## config.mk

```make
export PLATFORM = sky130hd
export DESIGN_NAME = rvn_ctrl
export DESIGN_NICKNAME = d
export VERILOG_FILES = /design/src/design/rvn_pkg.sv /design/src/design/rvn_ctrl.sv
export SDC_FILE = /design/constraint.sdc
export NUM_CORES = 1
export LEC_CHECK = 0
export ABC_AREA = 1
export BUFFER_PORTS_ARGS = -buffer_cell sky130_fd_sc_hd__buf_2
export CAP_MARGIN = 20
export CORE_AREA = 3 3 40 42
export CTS_CLUSTER_DIAMETER = 40
export DETAILED_ROUTE_END_ITERATION = 7
export DIE_AREA = 0 0 43 45
export SLEW_MARGIN = 20
export SYNTH_ARGS = -nofsm -noshare
export SYNTH_HDL_FRONTEND = slang
export SYNTH_SLANG_ARGS = --single-unit
```

## constraint.sdc

```tcl
create_clock -name clk -period 1.5 [get_ports clk]
set_input_delay 0.15 -clock clk [delete_from_list [all_inputs] [get_ports clk]]
set_output_delay 0.15 -clock clk [all_outputs]
set_load 0.1 [all_outputs]
```

## src/design/rvn_pkg.sv

```systemverilog
`timescale 1ns / 1ps
`default_nettype none
// ----------------------------------------------------------------------------
// rvn_pkg
// shared types and constants of the rms vector normalizer
// ----------------------------------------------------------------------------
package rvn_pkg;

  localparam int DIV_N = 63;   // dividend / quotient width
  localparam int DIV_D = 38;   // divisor width
  localparam int RINV_W = 32;
  localparam logic [15:0] EPS_RESET = 16'd168;

  typedef struct packed {
    logic load;
    logic clear;
    logic div_mean;
    logic set_v;
    logic div_recip;
    logic rinv_zero;
    logic sqrt_start;
    logic emit_start;
  } cmd_t;

  typedef struct packed {
    logic div_done;
    logic sqrt_done;
    logic emit_done;
    logic count_zero;
    logic v_zero;
  } stat_t;

endpackage
`default_nettype wire

```

## src/design/rvn_ctrl.sv

```systemverilog
`timescale 1ns / 1ps
`default_nettype none
// ----------------------------------------------------------------------------
// rvn_ctrl
// sequencer: load, mean, reciprocal, square root, emit
// ----------------------------------------------------------------------------
module rvn_ctrl (
  input  wire logic          clk,
  input  wire logic          rst,
  input  wire logic          start,
  input  wire logic          is_last,
  input  wire rvn_pkg::stat_t stat,
  output rvn_pkg::cmd_t      cmd,
  output logic               busy
);
  import rvn_pkg::*;

  localparam logic [2:0] S_LOAD  = 3'd0;
  localparam logic [2:0] S_CHECK = 3'd1;
  localparam logic [2:0] S_MEAN  = 3'd2;
  localparam logic [2:0] S_VCHK  = 3'd3;
  localparam logic [2:0] S_RECIP = 3'd4;
  localparam logic [2:0] S_SQRT  = 3'd5;
  localparam logic [2:0] S_EMIT  = 3'd6;

  logic [2:0] state;
  logic [2:0] state_next;

  assign busy = state != S_LOAD;

  always_comb begin
    cmd        = '0;
    state_next = state;
    case (state)
      S_LOAD: begin
        if (start) begin
          cmd.load = 1'b1;
          if (is_last) state_next = S_CHECK;
        end
      end
      S_CHECK: begin
        if (stat.count_zero) begin
          cmd.clear  = 1'b1;
          state_next = S_LOAD;
        end else begin
          cmd.div_mean = 1'b1;
          state_next   = S_MEAN;
        end
      end
      S_MEAN: begin
        if (stat.div_done) begin
          cmd.set_v  = 1'b1;
          state_next = S_VCHK;
        end
      end
      S_VCHK: begin
        if (stat.v_zero) begin
          cmd.rinv_zero  = 1'b1;
          cmd.emit_start = 1'b1;
          state_next     = S_EMIT;
        end else begin
          cmd.div_recip = 1'b1;
          state_next    = S_RECIP;
        end
      end
      S_RECIP: begin
        if (stat.div_done) begin
          cmd.sqrt_start = 1'b1;
          state_next     = S_SQRT;
        end
      end
      S_SQRT: begin
        if (stat.sqrt_done) begin
          cmd.emit_start = 1'b1;
          state_next     = S_EMIT;
        end
      end
      S_EMIT: begin
        if (stat.emit_done) begin
          cmd.clear  = 1'b1;
          state_next = S_LOAD;
        end
      end
      default: state_next = S_LOAD;
    endcase
  end

  always_ff @(posedge clk) begin
    if (rst) begin
      state <= S_LOAD;
    end else begin
      state <= state_next;
    end
  end

endmodule
`default_nettype wire

```

Word level (Yosys, flattened, before mapping)
Index checks and enable logic that the tools add are counted.
{ "word_totals": {"ff_bits": 3, "latchBits": 0, "mem_bits_rw": 0, "mem_bits_ro": 0, "inputBits": 9, "output_inout_bits": 9, "word_cells": 40, "memories": 0} }
{ "classes": {"addsub": 0, "mul": 0, "n_div": 0, "magnitude_cmp": 0, "n_eq_ne": 12, "shifts": 0, "mux": 24, "n_bitwise": 0, "reduce_logical": 3} }
{ "op_table": {"columns": ["op", "n"], "rows": [
  ["$pmux W3 S7", 1],
  ["$mux W3", 6],
  ["$mux W1", 12],
  ["$ne A2 B2 Y1 const B", 6],
  ["$eq A3 B3 Y1 const B", 3],
  ["$eq A3 B2 Y1 const B", 2],
  ["$mux W2", 3],
  ["$reduce_and A6 Y1", 1],
  ["$pmux W1 S2", 2],
  ["$eq A3 B1 Y1 const B", 1],
  ["$logic_not A3 Y1", 1],
  ["$reduce_bool A3 Y1", 1]
]} }

Longest topological paths before layout
{ "depth": {"depth_word": 3, "mapped_depth": 9, "depth_no_buf": 9} }

Worst setup path after synthesis
No wires, ideal clock.
{ "synth_path": {"kind": "register to output", "from": "register state[2]", "to": "output port cmd[0] (netlist name)", "arrival_time_ps": 2806, "t_required_ps": 1350, "setup_slack_ps": -1456, "path_stages_with_launch": 5, "n_path_buf": 0, "path_cell_list": "dfxtp_1 -> inv_2 -> nor2_2 -> nand2_1 -> o21ai_0"} }
{ "synth_rtl": {"columns": ["element", "line_no", "text"], "rows": [
  ["start, declared", "rvn_ctrl.sv:26", "logic [2:0] state;"],
  ["start signal, assigned", "rvn_ctrl.sv:92", "state <= state_next;"],
  ["end, declared", "rvn_ctrl.sv:13", "output rvn_pkg::cmd_t cmd,"]
]} }

==> flow_metrics.env <==
export IMPL_outcome="finished, final reports clean"
export IMPL_maxSlewViolCount=0
export IMPL_yosysMostFrequentCell="nand2_1"
export IMPL_synth_cell_types=16
export IMPL_drc=0
export IMPL_worstHoldPathType="input port to flop"
export IMPL_synth_commonest_cells="nand2_1 (15), inv_1 (8), nor2_2 (7), nor2_1 (6), nand3_1 (5)"
export IMPL_synth_enable_flop_cells=0
export IMPL_p_sw_frac=0.5873
export IMPL_ioPinCount=18
export IMPL_worstSetupEndpointType="output port"
export IMPL_setup_slack_ps=104.2
export IMPL_dieHeight_um=45
export IMPL_startpoint_type="flop"
export IMPL_viasPerCell=4.630
export IMPL_yosysWarnings=0
export IMPL_cts_tree="done"
export IMPL_hold_violations=0
export IMPL_r2r_end="state[2]"
export IMPL_crit_fanout=7
export IMPL_p_sw_uw=954.0
export IMPL_regMostFlops="state"
export IMPL_slew_limit_headroom=0.8289
export IMPL_antennaDiodeCount=0
export IMPL_finalNetCount=95
export IMPL_finClkSkew_ps=3.502
export IMPL_gp_congestion=0.9112
export IMPL_cts_made_buffers=3
export IMPL_ir_worst_vdd_mv=0.8460
export IMPL_worstMarginPinSlew_ps=256.3
export IMPL_htreeDepth=1
export IMPL_utilization=0.5482
export IMPL_ant_nets=0
export IMPL_path_class="flop to output port"
export IMPL_max_cap_viol_count=0
export IMPL_routedWlPerCell_um=9.790
export IMPL_reg2reg_depth=9
export IMPL_setup_viol=0
export IMPL_min_delay_start="rst"
export IMPL_avgSynthCellArea_sq_um=5.680
export IMPL_cp_startpoint="state[2]"
export IMPL_synth_top_cell_area_share=0.1678
export IMPL_holdPathStages=4
export IMPL_cellPowerDensity_nw_per_um2=2306
export IMPL_period_share=0.9305
export IMPL_clock_latency_ps=230
export IMPL_reg2reg_from="state[0]"
export IMPL_largestRegisters="state: 3 flops"
export IMPL_fmax_mhz=716.4
export IMPL_syn_num_nets=72
export IMPL_rsz0062_at_grt="true"
export IMPL_overflow=0
export IMPL_post_dp_hpwl_um=800.9
export IMPL_min_to="state[1]"
export IMPL_arrival_ps=1250
export IMPL_clockBufferDepth=2
export IMPL_dp_cells=95
export IMPL_syn_inst=63
export IMPL_synthFlopType="dfxtp_1"
export IMPL_synth_top_area_cell="dfxtp_1"
export IMPL_p_total_mw=1.624
export IMPL_p_clk_frac=0.086
export IMPL_initial_core_util=0.2785
export IMPL_largest_register_ffs=3
export IMPL_dieArea_sq_um=1935
export IMPL_multi_input_area_sq_um=310.3
export IMPL_seqCellArea_sq_um=68.82
export IMPL_syn_area_sq_um=357.8
export IMPL_drive_gt1_frac=0.5882
export IMPL_pre_cts_ws_ps=236.9
export IMPL_ys_seq_area_frac=0.1678
export IMPL_clkTransAtPathRegs_ps=30
export IMPL_ys_ff_latch=3
export IMPL_io_buffers=17
export IMPL_firstDrtPassIters=4
export IMPL_vias=463
export IMPL_final_cell_count_no_fill=100
export IMPL_die_width_um=43
export IMPL_grtUsageTotal=0.1206
export IMPL_finalWirelength_um=979
export IMPL_cts_root_buffer="clkbuf_4"
export IMPL_regToRegSetupSlack_ps=280
export IMPL_whs_ps=187.5
export IMPL_grt_pass1_wl_um=1773
export IMPL_worstPathRequired_ps=1350
export IMPL_power_frac_comb=0.801
export IMPL_grt_max_degree=9
export IMPL_num_fill_cells=125
export IMPL_cts_sinks=3
export IMPL_core_sq_um=1285
export IMPL_internal_power_uw=670.4
export IMPL_yosys_top_cells_area="dfxtp_1 (17%), nand2_1 (16%), nor2_2 (12%)"
export IMPL_area_growth_pct=96.85
export IMPL_antenna_found_initial=0
export IMPL_seq_power_share=0.113
export IMPL_fin_crit_ps=1396
export IMPL_leakagePower_nw=0.3412
export IMPL_std_cell_rows=13
export IMPL_drtIter0Drc=2
export IMPL_grt_pass1_vias=438
export IMPL_async_flop_share=0
-- logic make-up (layout without fill, tap and decap cells) --
logic type      after synthesis  count (layout)  synth area share
simple gates                 41              41            0.5874
buf+inv                      13              35            0.1469
flops                         3               3            0.1678
compound gates                6               6           0.09786
-- how the worst max path moves through the flow --
| stage | endpoint | slack (ps) | cells after the start |
|---|---|---|---|
| finish | cmd[0] | 100 | 5 |
| CTS | cmd[3] | 0.06 | 5 |
| global placement | state[1] | 240 | 8 |
| detailed placement | cmd[3] | 240 | 5 |
| global route | cmd[5] | -10 | 4 |
| floorplan | cmd[0] | -110 | 4 |
-- area by class of cell --
type / instances / area share
flip-flops and latches: 3 / 0.09769
multi-input cells: 47 / 0.4405
inverters: 12 / 0.06394
clock buffers: 4 / 0.03730
well taps: 15 / 0.02664
repair buffers: 19 / 0.3339
-- worst max-delay path, stage by stage (launching register included) --
cell	delay, ps
dfxtp_4	380
inv_2	70
nor2_4	110
nand2_2	80
o21ai_2	180
buf_12	190
-- power groups by stage --
stage                     sequential, mW  combinational (mW)  clock (mW)
after floorplan                    0.158               0.934           0
after global placement             0.174                1.28           0
after detailed placement           0.179                1.28           0
after CTS                          0.177                1.28       0.145
after global routing               0.192                1.38       0.165
final                              0.184                1.30       0.140
-- through the flow --
stage | TNS [ps] | area (sq um)
after floorplan | -267.0 | 419.2
after global placement | 0 | 658.1
after detailed placement | 0 | 658.1
after CTS | 0 | 684.4
after global routing | -11.06 | 704.4
final | 0 | 704.4
-- timing repair --
| item | 4_1_cts | 5_1_grt |
|---|---|---|
| hold buffers | 0 | 0 |
| pin swaps | 1 | 1 |
| buffers inserted | 0 | 1 |
| gates resized for setup | 0 | 5 |
| endpoints found under the setup margin | 1 | 7 |
-- cells in the final DEF (no fill, tap or decap), drive strengths merged --
cell type / Yosys / layout
inv: 11 / 11
a21oi: 1 / 1
o21ai: 4 / 4
a32o: 1 / 1
dfxtp: 3 / 3
nand2: 17 / 17
nand3: 9 / 9
clkinv: 1 / 1
clkbuf: 0 / 4
nor2: 13 / 13
buf: 1 / 19
nor3: 2 / 2
-- layer usage --
layer | vias to the layer above | GRT usage | share of wire
li1 | 241 | - | -
met1 | 205 | 0.1514 | 0.40
met4 | 0 | 0.01807 | 0
met3 | 0 | 0.06375 | 0.090
met2 | 17 | 0.1886 | 0.51
met5 | - | 0 | 0
No activity file was read; power rests on OpenSTA's default activity.
